## config.mk

```make
export PLATFORM = sky130hd
export DESIGN_NAME = adc_round_robin_scanner
export DESIGN_NICKNAME = d
export VERILOG_FILES = /design/src/rtl/arrs_pkg.sv /design/src/rtl/adc_round_robin_scanner.sv
export VERILOG_INCLUDE_DIRS = /design/src /design/src/rtl
export SDC_FILE = /design/constraint.sdc
export NUM_CORES = 1
export LEC_CHECK = 0
export BUFFER_PORTS_ARGS = -buffer_cell sky130_fd_sc_hd__buf_2
export CORE_MARGIN = 5
export CORE_UTILIZATION = 45
export CTS_CLUSTER_SIZE = 24
export DETAILED_ROUTE_END_ITERATION = 16
export GPL_TIMING_DRIVEN = 1
export MAX_ROUTING_LAYER = met4
export SYNTH_ARGS = -nofsm -noshare
export SYNTH_HDL_FRONTEND = slang
export SYNTH_SLANG_ARGS = --single-unit
```

## constraint.sdc

```tcl
create_clock -name clk -period 27.8 [get_ports clk]
set_clock_uncertainty 0.05 [all_clocks]
set_input_delay 2.78 -clock clk [delete_from_list [all_inputs] [get_ports clk]]
set_output_delay 2.78 -clock clk [all_outputs]
set_load 0.01 [all_outputs]
```

## src/rtl/assert_macros.svh

```systemverilog
// Assertion macros used by the RTL of the scanner.
`ifndef ASSERT_MACROS_SVH
`define ASSERT_MACROS_SVH

// Checks that a condition holds at every clock edge outside reset.
`define ASSERT_ALWAYS(label, cond) \
    label: assert property (@(posedge clk) disable iff (!rst_n) (cond)) \
        else $error("assertion failed: invariant does not hold");

// Checks that a consequent holds in the cycle after an antecedent.
`define ASSERT_NEXT(label, ante, cons) \
    label: assert property (@(posedge clk) disable iff (!rst_n) (ante) |=> (cons)) \
        else $error("assertion failed: next-cycle consequence does not hold");

`endif

```

## src/rtl/arrs_pkg.sv

```systemverilog
// Package with the constants and types of the round robin scanner.
`timescale 1ns / 1ps

package arrs_pkg;

    localparam int CHANNEL_COUNT = 7;
    localparam int SLOT_MAX      = 7;
    localparam int SLOT_W        = $clog2(SLOT_MAX + 1);

    localparam int SAMPLE_W  = 10;
    localparam int MUX_W     = 6;
    localparam int VALUE8_W  = 8;
    localparam int AVG_W     = 18;
    localparam int FRAC_W    = 8;
    localparam int KEEP_W    = 8;
    localparam int MAP_W     = SLOT_MAX * MUX_W;
    localparam int CFG_IDX_W = 2;

    localparam int IN_DATA_W  = 16;
    localparam int OUT_DATA_W = 32;

    localparam logic [MAP_W-1:0]  MAP_RESET  = 42'd2412799868992;
    localparam logic [KEEP_W-1:0] KEEP_RESET = 8'd230;

    typedef enum logic [CFG_IDX_W-1:0] {
        CFG_CHANNEL_MAP   = 2'd0,
        CFG_FILTER_ENABLE = 2'd1,
        CFG_FILTER_KEEP   = 2'd2
    } cfg_index_t;

    typedef enum logic {
        CMD_CONVERT = 1'b0,
        CMD_READ    = 1'b1
    } cmd_t;

    typedef struct packed {
        cmd_t                cmd;
        logic [SAMPLE_W-1:0] sample;
        logic [SLOT_W-1:0]   read_slot;
    } in_item_t;

    typedef struct packed {
        logic                was_fresh;
        logic [VALUE8_W-1:0] read_value8;
        logic [SAMPLE_W-1:0] read_value;
        logic [SLOT_W-1:0]   scan_slot;
        logic [MUX_W-1:0]    next_mux;
    } out_item_t;

endpackage

```

## src/rtl/adc_round_robin_scanner.sv

```systemverilog
// Round robin ADC scan sequencer with per-slot result registers and averaging.
`timescale 1ns / 1ps
`include "assert_macros.svh"

// The block takes one item per clock cycle while the output side keeps up
// and returns exactly one result item for each: an accepted item is held in
// the input register, and the single update pass behind it writes the slot
// stores and the result register together once the result register is free
// or emptying. That pass holds one 18 by 8 and one 18 by 9 bit multiply for
// the exponential average. A conversion item stores its sample in the
// current slot and the result reports the mux code and index of the slot
// that follows; a read item of a valid slot returns the slot's raw or averaged
// value and clears its fresh flag. Configuration writes take effect at the
// next clock edge.
module adc_round_robin_scanner
(
    input  logic                             clk,
    input  logic                             rst_n,
    input  logic                             s_tvalid,
    output logic                             s_tready,
    // s_tdata: sample [9:0], read_slot [12:10], zero fill [15:13]
    input  logic [arrs_pkg::IN_DATA_W-1:0]   s_tdata,
    // s_tuser: cmd [0]
    input  logic                             s_tuser,
    output logic                             m_tvalid,
    input  logic                             m_tready,
    // m_tdata: next_mux [5:0], scan_slot [8:6], read_value [18:9],
    // read_value8 [26:19], was_fresh [27], zero fill [31:28]
    output logic [arrs_pkg::OUT_DATA_W-1:0]  m_tdata,
    input  logic                             cfg_we,
    input  logic [arrs_pkg::CFG_IDX_W-1:0]   cfg_index,
    input  logic [arrs_pkg::MAP_W-1:0]       cfg_data
);

    import arrs_pkg::*;

    logic [MAP_W-1:0]       map_reg;
    logic                   filt_en_reg;
    logic [KEEP_W-1:0]      keep_reg;

    logic                   in_valid_reg;
    in_item_t               in_reg;
    logic                   out_valid_reg;
    out_item_t              out_reg;
    out_item_t              out_next;

    logic [SLOT_W-1:0]      slot_reg;
    logic [SLOT_W-1:0]      slot_next;
    logic [SAMPLE_W-1:0]    raw_reg [CHANNEL_COUNT];
    logic [AVG_W-1:0]       avg_reg [CHANNEL_COUNT];
    logic [CHANNEL_COUNT-1:0] fresh_reg;
    logic [CHANNEL_COUNT-1:0] seeded_reg;

    logic                   advance;
    logic                   is_conv;
    logic                   rd_ok;
    logic [SLOT_W-1:0]      addr;
    logic [SAMPLE_W-1:0]    raw_rd;
    logic [AVG_W-1:0]       avg_rd;
    logic                   fresh_rd;
    logic                   seeded_rd;

    logic [KEEP_W:0]        keep_inv;
    logic [AVG_W+KEEP_W-1:0] prod_old;
    logic [AVG_W+KEEP_W:0]  prod_new;
    logic [AVG_W+KEEP_W+1:0] acc;
    logic [AVG_W-1:0]       avg_upd;
    logic [AVG_W:0]         rd_sum;
    logic [AVG_W-FRAC_W:0]  rd_round;
    logic [SAMPLE_W-1:0]    rd_value;

    // The update pass runs whenever an item is held and the result register is free or emptying.
    assign advance  = in_valid_reg && (!out_valid_reg || m_tready);
    assign s_tready = !in_valid_reg || advance;
    assign m_tvalid = out_valid_reg;
    assign m_tdata  = {{(OUT_DATA_W - $bits(out_item_t)){1'b0}}, out_reg};

    assign is_conv = (in_reg.cmd == CMD_CONVERT);
    assign rd_ok   = (in_reg.read_slot < SLOT_W'(CHANNEL_COUNT));
    assign addr    = is_conv ? slot_reg : in_reg.read_slot;

    always_comb
    begin
        raw_rd    = '0;
        avg_rd    = '0;
        fresh_rd  = 1'b0;
        seeded_rd = 1'b0;
        if (is_conv || rd_ok)
        begin
            raw_rd    = raw_reg[addr];
            avg_rd    = avg_reg[addr];
            fresh_rd  = fresh_reg[addr];
            seeded_rd = seeded_reg[addr];
        end
    end

    // Exponential average: old * keep + new * (256 - keep), rounded half up.
    assign keep_inv = (KEEP_W+1)'(1 << KEEP_W) - {1'b0, keep_reg};
    assign prod_old = avg_rd * keep_reg;
    assign prod_new = {in_reg.sample, {FRAC_W{1'b0}}} * keep_inv;
    assign acc      = (AVG_W+KEEP_W+2)'(prod_old) + (AVG_W+KEEP_W+2)'(prod_new)
                    + (AVG_W+KEEP_W+2)'(1 << (FRAC_W - 1));
    assign avg_upd  = acc[AVG_W+FRAC_W-1:FRAC_W];

    assign rd_sum   = {1'b0, avg_rd} + (AVG_W+1)'(1 << (FRAC_W - 1));
    assign rd_round = rd_sum[AVG_W:FRAC_W];

    always_comb
    begin
        if (!filt_en_reg)
        begin
            rd_value = raw_rd;
        end
        else if (rd_round > (AVG_W-FRAC_W+1)'({SAMPLE_W{1'b1}}))
        begin
            rd_value = {SAMPLE_W{1'b1}};
        end
        else
        begin
            rd_value = rd_round[SAMPLE_W-1:0];
        end
    end

    always_comb
    begin
        if (is_conv && (slot_reg == SLOT_W'(CHANNEL_COUNT - 1)))
        begin
            slot_next = '0;
        end
        else if (is_conv)
        begin
            slot_next = slot_reg + SLOT_W'(1);
        end
        else
        begin
            slot_next = slot_reg;
        end
    end

    always_comb
    begin
        out_next           = '0;
        out_next.scan_slot = slot_next;
        out_next.next_mux  = map_reg[slot_next * MUX_W +: MUX_W];
        if (!is_conv && rd_ok)
        begin
            out_next.read_value  = rd_value;
            out_next.read_value8 = rd_value[SAMPLE_W-1:SAMPLE_W-VALUE8_W];
            out_next.was_fresh   = fresh_rd;
        end
    end

    always_ff @(posedge clk or negedge rst_n)
    begin
        if (!rst_n)
        begin
            map_reg     <= MAP_RESET;
            filt_en_reg <= 1'b0;
            keep_reg    <= KEEP_RESET;
        end
        else if (cfg_we)
        begin
            unique case (cfg_index)
                CFG_CHANNEL_MAP:   map_reg     <= cfg_data;
                CFG_FILTER_ENABLE: filt_en_reg <= cfg_data[0];
                CFG_FILTER_KEEP:   keep_reg    <= cfg_data[KEEP_W-1:0];
                default:           ;
            endcase
        end
    end

    always_ff @(posedge clk or negedge rst_n)
    begin
        if (!rst_n)
        begin
            in_valid_reg  <= 1'b0;
            out_valid_reg <= 1'b0;
        end
        else
        begin
            if (s_tready)
            begin
                in_valid_reg <= s_tvalid;
            end
            if (advance)
            begin
                out_valid_reg <= 1'b1;
            end
            else if (m_tready)
            begin
                out_valid_reg <= 1'b0;
            end
        end
    end

    always_ff @(posedge clk)
    begin
        if (s_tready && s_tvalid)
        begin
            in_reg.cmd       <= cmd_t'(s_tuser);
            in_reg.sample    <= s_tdata[SAMPLE_W-1:0];
            in_reg.read_slot <= s_tdata[SAMPLE_W +: SLOT_W];
        end
        if (advance)
        begin
            out_reg <= out_next;
        end
    end

    always_ff @(posedge clk or negedge rst_n)
    begin
        if (!rst_n)
        begin
            slot_reg   <= '0;
            fresh_reg  <= '0;
            seeded_reg <= '0;
            for (int i = 0; i < CHANNEL_COUNT; i++)
            begin
                raw_reg[i] <= '0;
                avg_reg[i] <= '0;
            end
        end
        else if (advance)
        begin
            slot_reg <= slot_next;
            if (is_conv)
            begin
                raw_reg[addr]   <= in_reg.sample;
                fresh_reg[addr] <= 1'b1;
                if (filt_en_reg)
                begin
                    seeded_reg[addr] <= 1'b1;
                    avg_reg[addr]    <= seeded_rd ? avg_upd
                                                  : {in_reg.sample, {FRAC_W{1'b0}}};
                end
            end
            else if (rd_ok)
            begin
                fresh_reg[addr] <= 1'b0;
            end
        end
    end

    `ASSERT_ALWAYS(a_slot_in_range, slot_reg < SLOT_W'(CHANNEL_COUNT))
    `ASSERT_NEXT(a_pass_fills_result, advance, out_valid_reg)
    `ASSERT_NEXT(a_read_clears_fresh, advance && !is_conv && rd_ok, !fresh_reg[$past(addr)])
    `ASSERT_NEXT(a_conv_sets_fresh, advance && is_conv, fresh_reg[$past(addr)])

endmodule
```

Word level (Yosys, flattened, before mapping):

Cells that the tools add are included.

* register bits: 308
* latch bits: 0
* memory bits (writable): 0
* memory bits (read-only): 0
* input bits: 66
* logic and storage cells: 106
* memories: 0

* add/subtract/negate cells: 5
* multiply operators: 3
* divide/modulo/power cells: 0
* magnitude comparators: 6
* equal/unequal tests: 4
* shift-type cells: 1
* muxes and demuxes: 31
* bitwise operators: 6
* reduce and logical (&&, ||, !) cells: 20

Operators by type and width (count)
* $bwmux W126: 1
* $mux W18: 5
* $bwmux W70: 1
* $mux W10: 6
* $bmux W18 S3: 1
* $demux W18 S3: 1
* $shiftx A42 B7 Y6: 1
* $bmux W10 S3: 1
* $demux W10 S3: 1
* $add A26 B26 Y26: 1
* $add A26 B8 Y26 const B: 1
* $mul A18 B8 Y26: 1
* $add A18 B8 Y19 const B: 1
* $mul A10 B9 Y18: 1
* $mux W7: 2
* $or A7 B7 Y7: 2
* $reduce_and A2 Y1: 6
* $gt A11 B10 Y1 const B: 1
* $mux W3: 3
* $sub A9 B8 Y9 const A: 1
* $and A7 B7 Y7: 1
* $not A7 Y7: 1
* $bmux W1 S3: 2
* $logic_and A1 B1 Y1: 6
* 20 further kinds: 28

Depth between registers and ports, before layout:

Gate-level depths: netlist of the first run.

* word-level depth: 11
* depth in mapped cells: 38

Least setup slack after synthesis of the first run:

Ideal clock, no wire load.

* kind: reg2reg
* start: register keep_reg[1]
* end: register avg_reg[17] in the netlist's numbering
* library setup time: 0.153 ns
* data arrival time: 8.986 ns
* slack: 18.611 ns
* cell stages (with the launch flop): 34
* path buffers: 0
* path through: dfstp_2 -> clkinv_1 -> ha_1 -> xnor2_1 -> nand2_1 -> fa_1 -> inv_1 -> fa_1 -> inv_1 -> fa_1 -> fa_1 -> inv_1 -> ha_1 -> nand2_1 -> a2bb2oi_1 -> nand2_1 -> a21oi_1 -> xor2_1 -> fa_1 -> fa_1 -> fa_1 -> fa_1 -> inv_1 -> ha_1 -> nand2_1 -> a21oi_1 -> a2111oi_0 -> and2b_4 -> a311oi_4 -> o21ai_2 -> a311oi_4 -> nor3b_1 -> a211oi_2 -> a41oi_1

* cells in the longest elaborated chain, start to end: 6
* elaborated cells between the ends (all ways): 7
* those cells by class: add/sub (3); mul (2); mux (2)

RTL lines
* from (decl): RTL line adc_round_robin_scanner.sv:39 `logic [KEEP_W-1:0] keep_reg;`
* from (signal assigned): RTL line adc_round_robin_scanner.sv:166 `CFG_FILTER_KEEP: keep_reg <= cfg_data[KEEP_W-1:0];`
* $sub A9 B8 Y9: RTL line adc_round_robin_scanner.sv:98 `assign keep_inv = (KEEP_W+1)'(1 << KEEP_W) - {1'b0, keep_reg};`
* $mul A10 B9 Y18: RTL line adc_round_robin_scanner.sv:100 `assign prod_new = {in_reg.sample, {FRAC_W{1'b0}}} * keep_inv;`
* $add A26 B26 Y26 *: RTL line adc_round_robin_scanner.sv:101 `assign acc = (AVG_W+KEEP_W+2)'(prod_old) + (AVG_W+KEEP_W+2)'(prod_new)`
* $add A26 B8 Y26 *: RTL line adc_round_robin_scanner.sv:102 `+ (AVG_W+KEEP_W+2)'(1 << (FRAC_W - 1));`
* $mux W18 *: RTL line adc_round_robin_scanner.sv:233 `avg_reg[addr] <= seeded_rd ? avg_upd`
* $bwmux W126 *: RTL line adc_round_robin_scanner.sv:233
* to (signal, indexed assignment): RTL line adc_round_robin_scanner.sv:233
* to (decl): RTL line adc_round_robin_scanner.sv:50 `logic [AVG_W-1:0] avg_reg [CHANNEL_COUNT];`

Every way passes the cells marked *; elsewhere a longest branch is shown, timed or not.
A chain may end at the register's enable or synchronous reset.

Worst setup path after layout of the first run:

* start: register keep_reg[1]
* end: register avg_reg[33] in the netlist's numbering

The elaborated chain is that of the path after synthesis.

==> results.sh, run 1 <==
export IMPL_cts_tree="done"
export IMPL_io_pins=100
export IMPL_worstHoldPathCells=1
export IMPL_synth_cell_area_sq_mm=0.0211
export IMPL_grt_pass1_wl_um=89300
export IMPL_yosysMostFrequentCell="nand2_1"
export IMPL_max_slew_margin_pct=4.05
export IMPL_setup_viol=0
export IMPL_dieArea_sq_mm=0.0514
export IMPL_fin_crit_sh_pct=40.3
export IMPL_grt_usage_pct=22.6
export IMPL_path_clk_slew_ns=0.06
export IMPL_cp_start_kind="flip-flop"
export IMPL_synth_cell_types=70
export IMPL_grt_overflow=0
export IMPL_post_drt_via_cell_ratio=5.45
export IMPL_cts_hold_buf=0
export IMPL_crit_type="flip-flop to flip-flop"
export IMPL_yosysWarningCount=0
export IMPL_cts_resized=0
export IMPL_postCtsSetupBuffers=0
export IMPL_hold_path_startpoint="seeded_reg[1]"
export IMPL_synthTopCellsByArea="dfrtp_1 (30%), fa_1 (16%), mux2_2 (7.8%)"
export IMPL_drv_cap=0
export IMPL_yosys_area_top_type="dfrtp_1"
export IMPL_dp_hpwl_um=38600
export IMPL_max_stage_delay_ns=0.80
export IMPL_vias=15600
export IMPL_fp_row_count=79
export IMPL_initialDrtViolationCount=1003
export IMPL_fin_crit_ns=11.20
export IMPL_clk_path_buf_depth=3
export IMPL_drt_first_pass_iters=5
export IMPL_arrival_ns=11.50
export IMPL_synth_top_area_share_pct=29.5
export IMPL_crit_required_ns=28.10
export IMPL_antenna_found_initial=2
export IMPL_ys_seq_elements=300
export IMPL_numCtsBuffers=34
export IMPL_syn_avg_cell_area_sq_um=9.66
export IMPL_status="complete, no violations"
export IMPL_maxSlewViolCount=0
export IMPL_syn2layout_area_growth_pct=10.0
export IMPL_clk_latency_ns=0.53
export IMPL_cpMostUsedCell="fa_1"
export IMPL_setup_tns_final_ns=0
export IMPL_start_util_pct=45.5
export IMPL_htree_levels=2
export IMPL_grt_pass1_vias=16100
export IMPL_drcViolationCount=0
export IMPL_die_x_um=227
export IMPL_r2r_setup_slack_ns=16.60
export IMPL_ys_seq_area_share_pct=36.4
export IMPL_async_reset_ff_share_pct=88.7
export IMPL_worst_pin_slew_ns=1.43
export IMPL_cts_root_buf="clkbuf_16"
export IMPL_worstHoldPathType="flip-flop to flip-flop"
export IMPL_crit_path_top_delay_cell="xnor2_1"
export IMPL_netlist_instances=2187
export IMPL_post_route_util_pct=50.0
export IMPL_worst_setup_path_end_kind="flip-flop"
export IMPL_fin_nets=2557
export IMPL_synth_edf_count=34
export IMPL_fp_dieH_um=227
export IMPL_synthTopCellsByCount="nand2_1 (429), dfrtp_1 (249), inv_1 (243)"
export IMPL_hold_viol=0
export IMPL_cts_sinks=300
export IMPL_fp_coreArea_sq_mm=0.0465
export IMPL_hold_path_end="seeded_reg[1]"
export IMPL_r2r_end="avg_reg[33]"
export IMPL_grt_max_degree=174
export IMPL_drt_total_wl_um=55900
export IMPL_place_gp_congestion=0.866
export IMPL_r2r_start="keep_reg[1]"
export IMPL_cp_max_fo=14
export IMPL_routedWlPerCell_um=19.5
export IMPL_numPortBuffers=92
export IMPL_r2r_cells=33
export IMPL_post_route_cells_drive_above_1_share_pct=16.4
export IMPL_largest_register_ffs=126
export IMPL_ant_nets=0
export IMPL_clock_fmax_mhz=89.3
export IMPL_grt_setup_unrepaired="false"
export IMPL_synth_main_ff_cell="dfrtp_1"
-- per-stage QoR --
stage / hold slack (ns) / instance area [sq um] / cells / worst slack (ns)
global route: 0.439 / 23200 / 2867 / 16.07
global placement: 0.400 / 22200 / 2808 / 16.76
detailed placement: 0.403 / 22200 / 2808 / 16.63
finish: 0.415 / 23200 / 2869 / 16.60
floorplan: 0.385 / 21100 / 2190 / 18.61
CTS: 0.417 / 23200 / 2867 / 16.57
-- final cells by class --
type	instances	area [sq um]
fillers	4306	23200
clock buffers	49	947
repair buffers	133	791
clock inverters	10	95.1
flip-flops and latches	300	7700
diodes	2	5.00
multi-input cells	1523	12000
well taps	607	759
inverters	245	920
-- cell usage in the layout (no fill, tap or decap), types with 14 or more instances in the layout --
cell	count
nor3_1	33
nand3_1	26
dfstp_2	17
inv_1	243
buf_2	91
nor2_1	108
o211ai_1	14
o21ai_0	54
ha_1	87
nand2_1	429
edfxtp_1	34
a31oi_1	20
fa_1	167
o22ai_1	19
o21ai_1	48
buf_4	40
mux2i_1	23
clkbuf_16	34
a21oi_1	91
mux2_2	148
dfrtp_1	249
and2_1	83
xnor2_1	24
-- worst max-delay path, delay by kind of cell (launching register included) --
kind | cells | cell delay (ns)
AO/OA/AOI/OAI | 9 | 2.72
XOR/XNOR | 2 | 1.04
adder cells (fa/ha/maj) | 11 | 5.04
buffers and inverters | 5 | 0.63
flip-flops | 1 | 0.76
AND/OR/NAND/NOR | 6 | 0.77
-- cell families after synthesis --
kind of cell,Yosys count,share of synthesized area (%)
compound gates,319,9.45
xor+xnor,37,1.53
fa+ha+maj,254,21.0
buf+inv,367,6.91
flops,300,36.4
mux,184,9.80
other cells,1,0.0178
simple gates,725,14.9
-- worst max-delay path by stage --
| stage | cells past startpoint | slack [ns] | from | end |
|---|---|---|---|---|
| after floorplan | 33 | 18.61 | keep_reg[1] | avg_reg[17] |
| after global placement | 33 | 16.76 | keep_reg[1] | avg_reg[15] |
| after detailed placement | 33 | 16.63 | keep_reg[1] | avg_reg[15] |
| after CTS | 33 | 16.57 | keep_reg[1] | avg_reg[15] |
| after global routing | 33 | 16.07 | keep_reg[1] | avg_reg[33] |
| final | 33 | 16.60 | keep_reg[1] | avg_reg[33] |
-- metal layers --
layer | part of all wire, % | up-vias | wire length, um | GRT usage [%]
met5 | 0 | - | 0 | -
met2 | 47 | 436 | 26600 | 35.8
li1 | - | 7234 | - | -
met4 | 2.5 | 0 | 1390 | 5.96
met3 | 5.5 | 91 | 3070 | 3.00
met1 | 45 | 7888 | 24900 | 31.2
Power of run 1 is left out: the tool's default activity adds up to more than one toggle a clock period on the data nets, which glitch-free logic cannot reach.
==> run 2, diff against run 1 <==
==> constraint.sdc (replaced) <==
create_clock -name clk -period 9.2 [get_ports clk]
set_clock_uncertainty 0.05 [all_clocks]
set_input_delay 0.92 -clock clk [delete_from_list [all_inputs] [get_ports clk]]
set_output_delay 0.92 -clock clk [all_outputs]
set_load 0.01 [all_outputs]
==> run 2 against run 1 <==
  * Hold slack got worse by 0.044 ns
  * Worst setup slack got worse by 16 ns
  * Utilization increased by 1.8 points
  * Register-to-register slack got worse by 16 ns
  * First-iteration DRC count is 5.5% higher
  * Final cell count increased by 2.5%
  * Sequential share of layout area is 1.1 points lower
  * Clock-buffer cell count up 4
  * Fmax rose by 27%
  * Global-route usage rose by 0.75 points
  * Critical path depth is 3 higher
  * Critical endpoint is now avg_reg[125]
==> results.sh, run 2 (synthesis results as in run 1) <==
export IMPL_setup_tns_final_ns=0
export IMPL_fp_coreArea_sq_mm=0.0465
export IMPL_fin_crit_sh_pct=96.1
export IMPL_crit_type="flip-flop to flip-flop"
export IMPL_startpoint="keep_reg[0]"
export IMPL_clock_fmax_mhz=113
export IMPL_final_cell_count_no_fill=2942
export IMPL_post_drt_via_cell_ratio=5.43
export IMPL_routedWlPerCell_um=19.7
export IMPL_fillers=4291
export IMPL_max_slew_margin_pct=18.3
export IMPL_fp_row_count=79
export IMPL_grt_pass1_vias=16600
export IMPL_vias=16000
export IMPL_worstHoldPathType="input pin to async pin"
export IMPL_syn2layout_area_growth_pct=13.9
export IMPL_cts_tree="done"
export IMPL_grt_max_degree=149
export IMPL_max_stage_delay_ns=0.53
export IMPL_cp_depth=36
export IMPL_crit_path_end="avg_reg[125]"
export IMPL_fin_crit_ns=8.84
export IMPL_r2r_end="avg_reg[125]"
export IMPL_arrival_ns=9.16
export IMPL_cpMostUsedCell="fa_1"
export IMPL_antenna_found_initial=3
export IMPL_cts_sinks=300
export IMPL_critPathBufInv=6
export IMPL_drt_first_pass_iters=5
export IMPL_clk_path_buf_depth=3
export IMPL_placed_cells_incl_taps=2875
export IMPL_cp_max_fo=7
export IMPL_status="complete, no violations"
export IMPL_layout_common_cells="nand2_1 (426), dfrtp_1 (248), inv_1 (241)"
export IMPL_numPortBuffers=92
export IMPL_r2r_start="keep_reg[0]"
export IMPL_die_x_um=227
export IMPL_largest_register_ffs=126
export IMPL_worst_setup_path_end_kind="flip-flop"
export IMPL_seq_area_sq_mm=0.00770
export IMPL_crit_path_top_delay_cell="fa_1"
export IMPL_multi_input_area_sq_mm=0.0123
export IMPL_cts_hold_buf=0
export IMPL_hold_viol=0
export IMPL_r2r_cells=36
export IMPL_grt_usage_pct=23.4
export IMPL_place_gp_congestion=0.839
export IMPL_path_clk_slew_ns=0.06
export IMPL_clk_latency_ns=0.53
export IMPL_numCtsBuffers=34
export IMPL_grt_pass1_wl_um=91600
export IMPL_worst_pin_slew_ns=1.22
export IMPL_critPathTopFamily="adder cells"
export IMPL_setup_viol=0
export IMPL_htree_levels=2
export IMPL_grt_overflow=0
export IMPL_drcViolationCount=0
export IMPL_fin_nets=2627
export IMPL_r2r_setup_slack_ns=0.36
export IMPL_crit_required_ns=9.52
export IMPL_drt_total_wl_um=58000
export IMPL_io_pins=100
export IMPL_initialDrtViolationCount=1058
export IMPL_post_route_cells_drive_above_1_share_pct=20.5
export IMPL_drv_cap=0
export IMPL_layout_commonest_cell="nand2_1"
export IMPL_fp_dieH_um=227
export IMPL_maxSlewViolCount=0
export IMPL_cts_root_buf="clkbuf_16"
export IMPL_dp_hpwl_um=42200
export IMPL_ant_nets=0
export IMPL_cp_start_kind="flip-flop"
export IMPL_start_util_pct=45.5
export IMPL_dieArea_sq_mm=0.0514
## run 2: area by class of cell
class / instances / area share [%]
Clock buffer: 53 / 4.13
Inverter: 245 / 3.82
Clock inverter: 8 / 0.364
Multi-Input combinational cell: 1523 / 51.0
Sequential cell: 300 / 32.0
Tap cell: 607 / 3.16
Antenna cell: 3 / 0.0312
Timing Repair Buffer: 203 / 5.49
## run 2: timing repair
item / CTS / global route
buffers inserted: 0 / 3
resized for setup: 2 / 45
setup endpoints to repair: 21 / 42
hold endpoints to repair: 0 / 0
pin swaps: 1 / 28
## run 2: per-stage QoR
step | hold WS (ns) | worst slack (ns) | area, sq um | utilization, %
5_1_grt | 0.422 | -0.0460 | 24100 | 51.8
6_report | 0.371 | 0.362 | 24100 | 51.8
2_1_floorplan | 0.385 | 0.0112 | 21100 | -
4_1_cts | 0.417 | 0.0526 | 23800 | 51.2
3_3_place_gp | 0.399 | -0.0374 | 22700 | 48.8
3_5_place_dp | 0.404 | -0.114 | 22700 | 48.8
## run 2: worst reg2reg max path: cells and delay by family (launching register included)
family,cells,cell delay [ns]
AO/OA/AOI/OAI,9,1.72
XOR/XNOR,2,0.31
AND/OR/NAND/NOR,9,1.20
adder cells (fa/ha/maj),10,4.28
buffers and inverters,6,0.64
flip-flops,1,0.46
## run 2: how the worst min path moves through the flow
stage               depth (start not counted)          start             to
floorplan                                   1  seeded_reg[0]  seeded_reg[0]
global placement                            1  seeded_reg[0]  seeded_reg[0]
detailed placement                          1  seeded_reg[0]  seeded_reg[0]
CTS                                         1  seeded_reg[1]  seeded_reg[1]
global route                                1  seeded_reg[4]  seeded_reg[4]
finish                                      1          rst_n    keep_reg[3]
## run 2: per-layer routing
| layer | GRT usage (%) | share of wire [%] | up-vias |
|---|---|---|---|
| met5 | - | 0 | - |
| met2 | 36.3 | 47 | 403 |
| li1 | - | - | 7389 |
| met4 | 5.82 | 2.3 | 0 |
| met3 | 3.77 | 5.9 | 91 |
| met1 | 32.6 | 45 | 8106 |
Power of run 2 is left out for the same reason.
==> run 3, diff against run 2 <==
--- a/config.mk
+++ b/config.mk
@@ -6,6 +6,7 @@
 export SDC_FILE = /design/constraint.sdc
 export NUM_CORES = 1
 export LEC_CHECK = 0
+export ABC_AREA = 1
 export BUFFER_PORTS_ARGS = -buffer_cell sky130_fd_sc_hd__buf_2
 export CORE_MARGIN = 5
 export CORE_UTILIZATION = 45
@@ -13,6 +14,7 @@
 export DETAILED_ROUTE_END_ITERATION = 16
 export GPL_TIMING_DRIVEN = 1
 export MAX_ROUTING_LAYER = met4
+export PLACE_DENSITY_LB_ADDON = 0.08
 export SYNTH_ARGS = -nofsm -noshare
 export SYNTH_HDL_FRONTEND = slang
 export SYNTH_SLANG_ARGS = --single-unit
==> run 3 against run 2 <==
  * Register-to-register slack improved by 0.13 ns
  * Flip-flop and latch count is the same
  * Area after synthesis up 3.0%
  * Routed wire length increased by 8.7%
  * Die area is 2.9% higher
  * Final cell count up 15%
  * Synthesized cell count increased by 23%
  * Global-route usage increased by 1.1 points
  * First-iteration DRC count is 29% higher
  * Hold slack got worse by 0.037 ns
  * Utilization decreased by 1.4 points
  * Critical endpoint is now avg_reg[88]
  * Largest cell class unchanged
==> results.sh, run 3 <==
export IMPL_drcViolationCount=0
export IMPL_start_util_pct=45.6
export IMPL_worstHoldPathType="input pin to async pin"
export IMPL_initialDrtViolationCount=1368
export IMPL_synth_main_ff_cell="dfrtp_1"
export IMPL_seq_area_sq_mm=0.00770
export IMPL_antenna_found_initial=2
export IMPL_syn2layout_area_growth_pct=10.5
export IMPL_cts_root_buf="clkbuf_16"
export IMPL_place_gp_congestion=0.926
export IMPL_post_route_cells_drive_above_1_share_pct=11.2
export IMPL_worst_pin_slew_ns=1.10
export IMPL_synth_cell_area_sq_mm=0.0218
export IMPL_yosysMostFrequentCell="nand2_1"
export IMPL_fin_crit_ns=8.71
export IMPL_cts_resized=0
export IMPL_numCtsBuffers=36
export IMPL_setup_ws_ns=0.491
export IMPL_maxSlewViolCount=0
export IMPL_met3_length_um=3480
export IMPL_clock_fmax_mhz=115
export IMPL_grt_setup_unrepaired="false"
export IMPL_arrival_ns=9.04
export IMPL_postCtsSetupBuffers=0
export IMPL_met2_length_um=29900
export IMPL_placed_cells_incl_taps=3326
export IMPL_grt_max_degree=155
export IMPL_worst_setup_path_end_kind="flip-flop"
export IMPL_grt_usage_pct=24.4
export IMPL_drv_cap=0
export IMPL_fp_coreArea_sq_mm=0.0477
export IMPL_max_slew_margin_pct=26.6
export IMPL_crit_type="flip-flop to flip-flop"
export IMPL_yosys_area_top_type="dfrtp_1"
export IMPL_post_drt_via_cell_ratio=5.26
export IMPL_crit_required_ns=9.53
export IMPL_fin_crit_sh_pct=94.7
export IMPL_synth_compound_area_share_pct=9.83
export IMPL_synthTopCellsByArea="dfrtp_1 (29%), fa_1 (15%), nand2_1 (12%)"
export IMPL_synth_xor_area_share_pct=1.17
export IMPL_cp_start_kind="flip-flop"
export IMPL_netlist_instances=2684
export IMPL_cts_sinks=300
export IMPL_largest_register_ffs=126
export IMPL_fp_dieH_um=230
export IMPL_cpMostUsedCell="inv_1"
export IMPL_setup_viol=0
export IMPL_die_x_um=230
export IMPL_dp_slack_ns=0.452
export IMPL_top_layer_used="met4"
export IMPL_synth_top_area_share_pct=28.6
export IMPL_cts_hold_buf=0
export IMPL_synth_cell_types=56
export IMPL_synth_top_family_by_area="simple AND/OR/NAND/NOR gates"
export IMPL_crit_path_top_delay_cell="fa_1"
export IMPL_fillers=4589
export IMPL_grt_overflow=0
export IMPL_dp_hpwl_um=45900
export IMPL_fp_row_count=80
export IMPL_clk_path_buf_depth=3
export IMPL_multi_input_area_sq_mm=0.0119
export IMPL_synthTopCellsByCount="nand2_1 (693), inv_1 (405), dfrtp_1 (249)"
export IMPL_routedWlPerCell_um=18.6
export IMPL_drt_first_pass_iters=5
export IMPL_layout_commonest_cell="nand2_1"
export IMPL_ys_seq_elements=300
export IMPL_synthMuxAreaShare_pct=1.76
export IMPL_async_reset_ff_share_pct=88.7
export IMPL_io_pins=100
export IMPL_yosysWarningCount=0
export IMPL_drt_total_wl_um=63000
export IMPL_wl_met1_um=28300
export IMPL_cts_tree="done"
export IMPL_ant_nets=0
export IMPL_grt_pass1_vias=17900
export IMPL_clk_latency_ns=0.54
export IMPL_status="complete, no violations"
export IMPL_cp_max_fo=13
export IMPL_synth_fa_ha_area_share_pct=20.4
export IMPL_path_clk_slew_ns=0.06
export IMPL_layout_common_cells="nand2_1 (693), inv_1 (404), dfrtp_1 (249)"
export IMPL_grt_pass1_wl_um=99800
export IMPL_syn_avg_cell_area_sq_um=8.11
export IMPL_ys_seq_area_share_pct=35.4
export IMPL_max_stage_delay_ns=0.56
export IMPL_numPortBuffers=92
export IMPL_synth_simple_area_share_pct=21.4
export IMPL_synth_edf_count=34
export IMPL_htree_levels=2
export IMPL_vias=17800
export IMPL_setup_tns_final_ns=0
export IMPL_hold_viol=0
export IMPL_final_cell_count_no_fill=3390
export IMPL_diodes=0
export IMPL_fin_nets=3069
export IMPL_dieArea_sq_mm=0.0528
## run 3: metrics by stage
step | hold slack (ns) | utilization (%) | area, sq um
4_1_cts | 0.400 | 50.3 | 24000
2_1_floorplan | 0.370 | - | 21800
3_3_place_gp | 0.382 | 47.8 | 22800
6_report | 0.335 | 50.3 | 24000
5_1_grt | 0.407 | 50.3 | 24000
3_5_place_dp | 0.387 | 47.8 | 22800
## run 3: worst paths after layout
kind / startpoint / to / slack, ns / cells past startpoint
worst max-delay path: keep_reg[1] / avg_reg[88] / 0.49 / 36
worst min-delay path: rst_n / avg_reg[39] / 0.33 / 1
worst max register to register: keep_reg[1] / avg_reg[88] / 0.49 / 36
worst min register to register: seeded_reg[3] / seeded_reg[3] / 0.40 / 2
max in group asynchronous: rst_n / keep_reg[0] / 7.34 / 2
min in group clk: seeded_reg[3] / seeded_reg[3] / 0.40 / 2
## run 3: cell type report
| cell class | instances | area share, % |
|---|---|---|
| flip-flops and latches | 300 | 32.0 |
| repair buffers | 140 | 3.51 |
| inverters | 430 | 6.74 |
| multi-input cells | 1841 | 49.5 |
| clock inverters | 9 | 0.646 |
| clock buffers | 55 | 4.38 |
| well taps | 615 | 3.20 |
## run 3: per-layer routing
metal,vias to the layer above,global-route usage [%]
met3,95,3.26
met4,0,5.87
met5,-,-
met2,535,40.1
li1,8505,-
met1,8688,32.7
## run 3: critical path: cells and delay by family (launching register included)
kind | cells | cell delay (ns)
buffers and inverters | 10 | 0.84
AND/OR/NAND/NOR | 12 | 1.70
flip-flops | 1 | 0.53
XOR/XNOR | 1 | 0.22
AO/OA/AOI/OAI | 3 | 0.50
adder cells (fa/ha/maj) | 10 | 4.73
## run 3: cells by family after synthesis
family	count (synthesis)
simple gates	1123
buf+inv	546
compound gates	397
flops	300
fa+ha+maj	254
mux	34
xor+xnor	29
other cells	1
Power of run 3 is left out for the same reason.
